$ cat src/rtl/bcs_pkg.sv
// ----------------------------------------------------------------------------
// bcs_pkg
// Types, codes and constants shared by the battery charge supervisor files.
// ----------------------------------------------------------------------------
`default_nettype none

package bcs_pkg;

    localparam logic [3:0]  DISCHARGE_LIMIT = 4'd10;
    localparam logic [2:0]  READY_LIMIT     = 3'd5;

    localparam logic [12:0] MS_SCREEN       = 13'd5000;
    localparam logic [12:0] MS_HOT          = 13'd4000;
    localparam logic [10:0] MS_PER_POLL     = 11'd50;
    localparam logic [4:0]  POLLS_MAX       = 5'd20;
    localparam logic [15:0] SECONDS_MAX     = 16'hFFFF;
    localparam logic [16:0] STEP_SCREEN     = 17'd5;
    localparam logic [16:0] STEP_PLAIN      = 17'd1;

    localparam logic [1:0]  VERDICT_KEEP    = 2'd0;
    localparam logic [1:0]  VERDICT_BOOT    = 2'd1;
    localparam logic [1:0]  VERDICT_DOWN    = 2'd2;

    localparam logic [2:0]  CAUSE_NONE      = 3'd0;
    localparam logic [2:0]  CAUSE_NO_CABLE  = 3'd1;
    localparam logic [2:0]  CAUSE_HOT       = 3'd2;
    localparam logic [2:0]  CAUSE_COLD      = 3'd3;
    localparam logic [2:0]  CAUSE_DISCHARGE = 3'd4;
    localparam logic [2:0]  CAUSE_OVERTIME  = 3'd5;
    localparam logic [2:0]  CAUSE_SENSOR    = 3'd6;

    localparam logic [1:0]  SCREEN_NONE     = 2'd0;
    localparam logic [1:0]  SCREEN_LOW      = 2'd1;
    localparam logic [1:0]  SCREEN_CHARGING = 2'd2;
    localparam logic [1:0]  SCREEN_HOT      = 2'd3;

    localparam logic [2:0]  CFG_BATTERY_HOT = 3'd0;
    localparam logic [2:0]  CFG_BATTERY_COLD = 3'd1;
    localparam logic [2:0]  CFG_DEVICE_HOT  = 3'd2;
    localparam logic [2:0]  CFG_BOOT_MV     = 3'd3;
    localparam logic [2:0]  CFG_BOOT_PCT    = 3'd4;
    localparam logic [2:0]  CFG_SPLASH_MV   = 3'd5;
    localparam logic [2:0]  CFG_MAX_SECONDS = 3'd6;

    typedef enum logic [1:0] {
        PH_INIT,
        PH_CHARGE,
        PH_BOOT,
        PH_DOWN
    } t_phase;

    typedef enum logic [1:0] {
        ACT_KEEP,
        ACT_BOOT,
        ACT_DOWN,
        ACT_HOLD
    } t_act;

    typedef struct packed {
        logic [12:0]        voltage_mv;
        logic [6:0]         capacity_pct;
        logic signed [15:0] current_ma;
        logic signed [7:0]  battery_temp_c;
        logic [7:0]         board_temp_c;
        logic               board_temp_failed;
        logic               vbus_present;
        logic               mains_adapter;
        logic               key_pressed;
        logic [4:0]         key_polls;
    } t_in;

    typedef struct packed {
        logic [1:0]  verdict;
        logic [2:0]  cause;
        logic [1:0]  screen;
        logic [12:0] display_ms;
        logic [15:0] seconds_out;
    } t_out;

    typedef struct packed {
        logic signed [7:0] battery_hot_limit;
        logic signed [7:0] battery_cold_limit;
        logic [7:0]        device_hot_limit;
        logic [12:0]       boot_voltage_mv;
        logic [6:0]        boot_capacity_pct;
        logic [12:0]       splash_voltage_mv;
        logic [15:0]       max_charge_seconds;
    } t_cfg;

    typedef struct packed {
        t_phase      phase;
        logic [3:0]  discharge_streak;
        logic [2:0]  ready_streak;
        logic [15:0] elapsed_seconds;
        logic        screen_shown;
        logic [2:0]  held_cause;
    } t_state;

endpackage

`default_nettype wire

$ cat src/rtl/bcs_step.sv
// ----------------------------------------------------------------------------
// bcs_step
// Decision logic for one poll sample: result word and next supervisor state.
// ----------------------------------------------------------------------------
`default_nettype none

module bcs_step (
    input  var bcs_pkg::t_cfg   i_cfg,
    input  var bcs_pkg::t_state i_state,
    input  var bcs_pkg::t_in    i_item,
    output bcs_pkg::t_state     o_next_state,
    output bcs_pkg::t_out       o_result
);

    logic          is_ready;
    logic          may_show;
    logic          cur_pos;
    logic          bat_hot;
    logic          bat_cold;
    logic          dev_hot;
    logic          dis_stop;
    logic          overtime;
    logic          rdy_boot;
    logic          show_now;
    logic [1:0]    pic;
    logic [4:0]    polls;
    logic [10:0]   poll_ms;
    logic [12:0]   key_ms;
    logic [16:0]   sec_sum;
    logic [15:0]   sec_next;
    bcs_pkg::t_act act;
    logic [2:0]    act_cause;

    assign is_ready = (i_item.voltage_mv >= i_cfg.boot_voltage_mv)
                   && (i_item.capacity_pct >= i_cfg.boot_capacity_pct);
    assign may_show = (i_item.voltage_mv > i_cfg.splash_voltage_mv) || i_item.mains_adapter;
    assign cur_pos  = !i_item.current_ma[15] && (i_item.current_ma != 16'sd0);
    assign pic      = cur_pos ? bcs_pkg::SCREEN_CHARGING : bcs_pkg::SCREEN_LOW;
    assign bat_hot  = i_item.battery_temp_c > i_cfg.battery_hot_limit;
    assign bat_cold = i_item.battery_temp_c < i_cfg.battery_cold_limit;
    assign dev_hot  = i_item.board_temp_c >= i_cfg.device_hot_limit;
    assign dis_stop = !cur_pos && (i_state.discharge_streak >= bcs_pkg::DISCHARGE_LIMIT);
    assign overtime = i_state.elapsed_seconds > i_cfg.max_charge_seconds;
    assign rdy_boot = is_ready && (i_state.ready_streak >= bcs_pkg::READY_LIMIT);
    assign show_now = (i_item.key_pressed || !i_state.screen_shown) && may_show;

    assign polls    = (i_item.key_polls > bcs_pkg::POLLS_MAX) ? bcs_pkg::POLLS_MAX
                                                              : i_item.key_polls;
    assign poll_ms  = {6'd0, polls} * bcs_pkg::MS_PER_POLL;
    assign key_ms   = bcs_pkg::MS_SCREEN - {2'd0, poll_ms};
    assign sec_sum  = {1'b0, i_state.elapsed_seconds}
                    + (show_now ? bcs_pkg::STEP_SCREEN : bcs_pkg::STEP_PLAIN);
    assign sec_next = sec_sum[16] ? bcs_pkg::SECONDS_MAX : sec_sum[15:0];

    always_comb begin
        act       = bcs_pkg::ACT_KEEP;
        act_cause = bcs_pkg::CAUSE_NONE;
        unique case (i_state.phase)
            bcs_pkg::PH_INIT: begin
                if (i_item.board_temp_failed) begin
                    act       = bcs_pkg::ACT_DOWN;
                    act_cause = bcs_pkg::CAUSE_SENSOR;
                end else if (bat_hot || dev_hot) begin
                    act       = bcs_pkg::ACT_DOWN;
                    act_cause = bcs_pkg::CAUSE_HOT;
                end else if (is_ready) begin
                    act       = bcs_pkg::ACT_BOOT;
                end
            end
            bcs_pkg::PH_CHARGE: begin
                if (!i_item.vbus_present) begin
                    act       = bcs_pkg::ACT_DOWN;
                    act_cause = bcs_pkg::CAUSE_NO_CABLE;
                end else if (i_item.board_temp_failed) begin
                    act       = bcs_pkg::ACT_DOWN;
                    act_cause = bcs_pkg::CAUSE_SENSOR;
                end else if (bat_hot) begin
                    act       = bcs_pkg::ACT_DOWN;
                    act_cause = bcs_pkg::CAUSE_HOT;
                end else if (bat_cold) begin
                    act       = bcs_pkg::ACT_DOWN;
                    act_cause = bcs_pkg::CAUSE_COLD;
                end else if (dis_stop) begin
                    act       = bcs_pkg::ACT_DOWN;
                    act_cause = bcs_pkg::CAUSE_DISCHARGE;
                end else if (overtime) begin
                    act       = bcs_pkg::ACT_DOWN;
                    act_cause = bcs_pkg::CAUSE_OVERTIME;
                end else if (rdy_boot) begin
                    act       = bcs_pkg::ACT_BOOT;
                end
            end
            bcs_pkg::PH_BOOT, bcs_pkg::PH_DOWN: begin
                act       = bcs_pkg::ACT_HOLD;
                act_cause = i_state.held_cause;
            end
            default: begin
                act       = bcs_pkg::ACT_HOLD;
                act_cause = i_state.held_cause;
            end
        endcase
    end

    always_comb begin
        o_next_state = i_state;
        unique case (act)
            bcs_pkg::ACT_BOOT: begin
                o_next_state.phase      = bcs_pkg::PH_BOOT;
                o_next_state.held_cause = act_cause;
            end
            bcs_pkg::ACT_DOWN: begin
                o_next_state.phase      = bcs_pkg::PH_DOWN;
                o_next_state.held_cause = act_cause;
            end
            bcs_pkg::ACT_KEEP: begin
                if (i_state.phase == bcs_pkg::PH_INIT) begin
                    o_next_state.phase        = bcs_pkg::PH_CHARGE;
                    o_next_state.screen_shown = i_state.screen_shown | may_show;
                end else begin
                    o_next_state.discharge_streak = cur_pos ? 4'd0
                                                  : i_state.discharge_streak + 4'd1;
                    o_next_state.ready_streak     = is_ready ? i_state.ready_streak + 3'd1
                                                  : 3'd0;
                    o_next_state.screen_shown     = i_state.screen_shown | show_now;
                    o_next_state.elapsed_seconds  = sec_next;
                end
            end
            bcs_pkg::ACT_HOLD: begin
                o_next_state = i_state;
            end
            default: begin
                o_next_state = i_state;
            end
        endcase
    end

    always_comb begin
        o_result             = '0;
        o_result.cause       = act_cause;
        o_result.seconds_out = i_state.elapsed_seconds;
        unique case (act)
            bcs_pkg::ACT_BOOT: begin
                o_result.verdict = bcs_pkg::VERDICT_BOOT;
            end
            bcs_pkg::ACT_DOWN: begin
                o_result.verdict = bcs_pkg::VERDICT_DOWN;
                if (i_state.phase == bcs_pkg::PH_INIT && act_cause == bcs_pkg::CAUSE_HOT) begin
                    o_result.screen     = bcs_pkg::SCREEN_HOT;
                    o_result.display_ms = bcs_pkg::MS_HOT;
                end
            end
            bcs_pkg::ACT_KEEP: begin
                o_result.verdict = bcs_pkg::VERDICT_KEEP;
                if (i_state.phase == bcs_pkg::PH_INIT) begin
                    if (may_show) begin
                        o_result.screen     = pic;
                        o_result.display_ms = bcs_pkg::MS_SCREEN;
                    end
                end else begin
                    o_result.seconds_out = sec_next;
                    if (show_now) begin
                        o_result.screen     = pic;
                        o_result.display_ms = key_ms;
                    end
                end
            end
            bcs_pkg::ACT_HOLD: begin
                o_result.verdict = (i_state.phase == bcs_pkg::PH_BOOT)
                                 ? bcs_pkg::VERDICT_BOOT : bcs_pkg::VERDICT_DOWN;
            end
            default: begin
                o_result.verdict = bcs_pkg::VERDICT_DOWN;
            end
        endcase
    end

endmodule

`default_nettype wire

$ cat src/rtl/battery_charge_supervisor.sv
// ----------------------------------------------------------------------------
// battery_charge_supervisor
// Charge supervision verdicts from battery poll samples.
// ----------------------------------------------------------------------------
// Each accepted sample gives exactly one result word. A sample is taken into
// an input register and evaluated by compare logic against the supervisor
// state; its result word lands in an output register at the same edge at which
// the state updates, and one sample can be accepted every clock cycle while no
// result word waits on the output. A result word that waits on the output
// holds the input register, which then holds the input channel. Configuration
// writes take effect at the next edge and should only be made while the block
// is idle.
`default_nettype none

module battery_charge_supervisor (
    input  var logic          i_clk,
    input  var logic          i_rst_n,
    input  var logic          i_valid,
    output logic              o_ready,
    input  var bcs_pkg::t_in  i_data,
    output logic              o_valid,
    input  var logic          i_ready,
    output bcs_pkg::t_out     o_data,
    input  var logic          i_cfg_we,
    input  var logic [2:0]    i_cfg_idx,
    input  var logic [15:0]   i_cfg_wdata
);

    bcs_pkg::t_cfg   r_cfg;
    bcs_pkg::t_state r_state;
    bcs_pkg::t_state n_state;
    bcs_pkg::t_in    r_s1;
    logic            r_s1_valid;
    bcs_pkg::t_out   r_out;
    bcs_pkg::t_out   n_out;
    logic            r_out_valid;
    logic            s1_go;

    assign s1_go   = r_s1_valid && (!r_out_valid || i_ready);
    assign o_ready = !r_s1_valid || s1_go;
    assign o_valid = r_out_valid;
    assign o_data  = r_out;

    always_ff @(posedge i_clk) begin
        if (!i_rst_n) begin
            r_cfg.battery_hot_limit  <= 8'sd59;
            r_cfg.battery_cold_limit <= -8'sd19;
            r_cfg.device_hot_limit   <= 8'd64;
            r_cfg.boot_voltage_mv    <= 13'd3430;
            r_cfg.boot_capacity_pct  <= 7'd2;
            r_cfg.splash_voltage_mv  <= 13'd3100;
            r_cfg.max_charge_seconds <= 16'd18000;
        end else if (i_cfg_we) begin
            unique case (i_cfg_idx)
                bcs_pkg::CFG_BATTERY_HOT:  r_cfg.battery_hot_limit  <= i_cfg_wdata[7:0];
                bcs_pkg::CFG_BATTERY_COLD: r_cfg.battery_cold_limit <= i_cfg_wdata[7:0];
                bcs_pkg::CFG_DEVICE_HOT:   r_cfg.device_hot_limit   <= i_cfg_wdata[7:0];
                bcs_pkg::CFG_BOOT_MV:      r_cfg.boot_voltage_mv    <= i_cfg_wdata[12:0];
                bcs_pkg::CFG_BOOT_PCT:     r_cfg.boot_capacity_pct  <= i_cfg_wdata[6:0];
                bcs_pkg::CFG_SPLASH_MV:    r_cfg.splash_voltage_mv  <= i_cfg_wdata[12:0];
                bcs_pkg::CFG_MAX_SECONDS:  r_cfg.max_charge_seconds <= i_cfg_wdata;
                default: begin
                end
            endcase
        end
    end

    always_ff @(posedge i_clk) begin
        if (!i_rst_n) begin
            r_s1_valid <= 1'b0;
        end else if (o_ready) begin
            r_s1_valid <= i_valid;
        end
    end

    always_ff @(posedge i_clk) begin
        if (o_ready && i_valid) begin
            r_s1 <= i_data;
        end
    end

    bcs_step u_step (
        .i_cfg        (r_cfg),
        .i_state      (r_state),
        .i_item       (r_s1),
        .o_next_state (n_state),
        .o_result     (n_out)
    );

    always_ff @(posedge i_clk) begin
        if (!i_rst_n) begin
            r_state.phase            <= bcs_pkg::PH_INIT;
            r_state.discharge_streak <= 4'd0;
            r_state.ready_streak     <= 3'd0;
            r_state.elapsed_seconds  <= 16'd0;
            r_state.screen_shown     <= 1'b0;
            r_state.held_cause       <= bcs_pkg::CAUSE_NONE;
            r_out_valid              <= 1'b0;
        end else if (s1_go) begin
            r_state     <= n_state;
            r_out_valid <= 1'b1;
        end else if (i_ready) begin
            r_out_valid <= 1'b0;
        end
    end

    always_ff @(posedge i_clk) begin
        if (s1_go) begin
            r_out <= n_out;
        end
    end

`ifndef SYNTHESIS
    a_held_boot: assert property (@(posedge i_clk) disable iff (!i_rst_n)
        r_state.phase == bcs_pkg::PH_BOOT |=> r_state.phase == bcs_pkg::PH_BOOT)
        else $error("boot verdict was not held");

    a_held_down: assert property (@(posedge i_clk) disable iff (!i_rst_n)
        r_state.phase == bcs_pkg::PH_DOWN |=> r_state.phase == bcs_pkg::PH_DOWN)
        else $error("shutdown verdict was not held");

    a_stall_only: assert property (@(posedge i_clk) disable iff (!i_rst_n)
        !o_ready |-> r_s1_valid && r_out_valid && !i_ready)
        else $error("input stalled without a blocked output word");

    a_keep_cause: assert property (@(posedge i_clk) disable iff (!i_rst_n)
        o_valid && o_data.verdict == bcs_pkg::VERDICT_KEEP
        |-> o_data.cause == bcs_pkg::CAUSE_NONE)
        else $error("keep verdict carries a cause");
`endif

endmodule

`default_nettype wire

$ cat config.mk
export PLATFORM = sky130hd
export DESIGN_NAME = battery_charge_supervisor
export DESIGN_NICKNAME = d
export VERILOG_FILES = /design/src/rtl/bcs_pkg.sv /design/src/rtl/bcs_step.sv /design/src/rtl/battery_charge_supervisor.sv
export SDC_FILE = /design/constraint.sdc
export NUM_CORES = 1
export LEC_CHECK = 0
export ABC_AREA = 1
export BUFFER_PORTS_ARGS = -buffer_cell sky130_fd_sc_hd__buf_4
export CELL_PAD_IN_SITES_DETAIL_PLACEMENT = 1
export CELL_PAD_IN_SITES_GLOBAL_PLACEMENT = 1
export CORE_MARGIN = 3
export CORE_UTILIZATION = 45
export CTS_CLUSTER_SIZE = 16
export DETAILED_ROUTE_END_ITERATION = 6
export PLACE_DENSITY_LB_ADDON = 0.1
export SLEW_MARGIN = 25
export SYNTH_ARGS = -nofsm -noshare
export SYNTH_HDL_FRONTEND = slang
export SYNTH_SLANG_ARGS = --single-unit
$ cat constraint.sdc
create_clock -name i_clk -period 3.5 [get_ports i_clk]
set_input_delay 0.35 -clock i_clk [delete_from_list [all_inputs] [get_ports i_clk]]
set_output_delay 0.35 -clock i_clk [all_outputs]
set_load 0.02 [all_outputs]
==> results.yml <==
global_routing:
  grt-busiest-layer: "met2"
  grtUsageMet2: 0.384
  antenna_found_initial: 0
  grt_use_met1: 0.282
  grt_max_degree: 80
  grt_util_all_layers: 0.218
  globalRouteMet3Util: 0.0299
  overflow: 0
  grt_pass1_wl_um: 42300
  grt_pass1_vias: 8454
final_layout:
  drive_above_1_share: 0.196
  regArea_mm2: 0.00496
  post-route-util: 0.557
  fillers: 2571
  syn_to_final_growth_pct: 20.8
  fin_cells: 1567
  fin_area_mm2: 0.0123
  antenna_cells: 0
  multi_input_area_mm2: 0.00457
  nets: 1458
synthesis:
  synthMostInstantiatedCell: "nand2_1"
  synth_common_cells: "184 x nand2_1, 179 x inv_1, 111 x a21oi_1"
  synth_edf_count: 96
  ys_warn_count: 0
  synthFlopType: "dfxtp_1"
  seq_area_frac_synth: 0.489
  synthTopCellsByArea: "edfxtp_1 28%, dfxtp_1 20%, ha_1 12%"
  yosys.area_share.xor_xnor: 0.0138
  synth_mux_area_frac: 0
  ys_async_sr_fraction: 0
  synth_top_cell_by_area: "edfxtp_1"
  yosysUniqueCellTypes: 48
  synth_compound_area_frac: 0.140
  syn_area_mm2: 0.0102
  ys_ff_latch: 200
  synthAdderAreaFrac: 0.123
  synth.avg_cell_area_um2: 8.91
  netlist_instances: 1141
  syn-num-nets: 1325
  synth_top_area_share: 0.284
  synthSimpleGateAreaFrac: 0.152
  synth_top_family_by_area: "simple AND/OR/NAND/NOR gates"
detailed_routing:
  via_per_inst: 5.14
  firstDrtPassIters: 5
  routed-via-count: 8054
  wl_per_cell_um: 16.8
  drc: 0
  routed_wirelength_um: 26400
  ant_nets: 0
  drt_iter0_markers: 311
critical_path:
  crit_arrival_ns: 3.78
  cp_top_family: "simple AND/OR/NAND/NOR gates"
  worst-path-buf-inv: 7
  r2r-end: "r_state[5]"
  rr_worst_depth: 21
  end_kind: "flop"
  critPathSlowestCell: "edfxtp_1"
  reg2reg_from: "r_s1[58]"
  crit_type: "reg -> reg"
  r2r_setup_slack_ns: 0.10
  crit_chain: "buf_4 -> ha_1 -> a21oi_2 -> o21ai_0 -> a21oi_1 -> nand3_1 -> nand2_2 -> inv_1 -> nand3_1 -> nor2_1 -> nor2_1 -> ha_2 -> inv_1 -> nor2_4 -> inv_2 -> nor2_4 -> inv_2 -> buf_12 -> a21oi_1 -> o21ai_0 -> inv_1"
  crit_top_cell: "inv_1"
  critical_path_required_ns: 3.89
  crit_path_start_kind: "flop"
  cp_max_fo: 25
  cpPeakStageDelay_ns: 0.43
hold_path:
  timing.hold.worst_path_depth: 1
  hold_start: "i_data[9]"
  hp-class: "in -> reg"
  min_to: "r_s1[9]"
clock_tree:
  cts-buffers-inserted: 17
  cts_sinks: 200
  cts-htree-levels: 4
  clock_latency_ns: 0.44
  clk_pin_slew_ns: 0.08
  cts_tree: "built"
  root_buffer: "clkbuf_16"
  clockBufferDepth: 2
  hold_buffers: 0
pwr:
  ir_drop_uv: 302
  p_total_mw: 5.28
  power_leakage_nw: 5.63
  pwr_density_cell_mw_per_mm2: 430
floorplan:
  io_pins: 123
  die_y_um: 156
  start_util: 0.461
  die_w_um: 156
  num_rows: 54
  core_area_mm2: 0.0220
  die-area_mm2: 0.0244
sta:
  slew-limit-headroom: 0.416
  fmax_mhz: 294
  tns_ns: 0
  skew_ns: 0.0156
  tightestPinTransition_ns: 0.873
  fin_crit_sh: 0.971
  setup_violations: 0
  rsz0062_at_grt: "true"
  layout_setup_ws_ns: 0.102
  fin_crit_ns: 3.40
  holdWs_ns: 0.0811
  final_hold_viol_count: 0
  report.final.slew_viol_count: 0
place:
  dp_hpwl_um: 19300
  port_buffers: 121
  dp_cells: 1526
  dp_slack_ns: -0.103
  place_congestion: 0.855
  place_area_mm2: 0.0114
status:
  status: "complete, no violations"
job:
  drv_cap: 0
[kinds of logic after synthesis]
kind of cell | Yosys count
compound gates | 260
xor+xnor | 16
fa+ha+maj | 99
buf+inv | 219
flops | 200
other cells | 1
simple gates | 346
[layout make-up]
type                    count  area share
flip-flops and latches    200       0.404
inverters                 188      0.0575
well taps                 280      0.0285
clock buffers              21      0.0383
clock inverters            11     0.00815
multi-input cells         722       0.372
repair buffers            145      0.0906
[how the worst max path moves through the flow]
stage                         from          to  depth (start not counted)
after floorplan            r_s1[4]  o_data[25]                         15
after global placement    r_s1[60]   o_data[2]                         20
after detailed placement  r_s1[60]   o_data[2]                         20
after CTS                 r_s1[51]  o_data[13]                         22
after global routing      r_s1[58]  r_state[5]                         21
final                     r_s1[58]  r_state[5]                         21
[layout by cell type (no fill, tap or decap), drive strengths merged, types with 2 or more instances in the layout]
cell	n
nand3	26
clkbuf	21
a21oi	115
buf	145
o21a	5
nor3	11
nor2	90
ha	98
a211oi	2
edfxtp	96
dfxtp	104
nor4	5
o211ai	23
nand3b	4
or2	7
clkinv	3
xnor2	3
nand2	189
inv	195
nand4	12
o21ai	106
xor2	13
[sequential cells by signal, summed over array words and instances, names as in the netlist]
register    cells
o_valid         1
r_cfg          73
r_s1_valid      1
r_s1           61
o_data         35
r_state        29
[report_power, final]
part / internal, mW / total (mW) / switching [mW]
clock: 0.994 / 1.94 / 0.944
combinational: 0.290 / 0.735 / 0.444
sequential: 2.57 / 2.61 / 0.0457
[layer usage]
layer | vias up | routed length, um
met5 | - | 0
met4 | 0 | 367
met3 | 26 | 771
met2 | 123 | 13200
met1 | 3836 | 12000
li1 | 4069 | -
[timing repair]
| action | CTS | global route |
|---|---|---|
| gates resized for setup | 4 | 42 |
| pin swaps | 1 | 12 |
| buffers inserted | 0 | 9 |
| setup endpoints to repair | 26 | 41 |
| cloned | 0 | 0 |
| hold endpoints to repair | 0 | 0 |
Power figures use the tool's default switching activity.
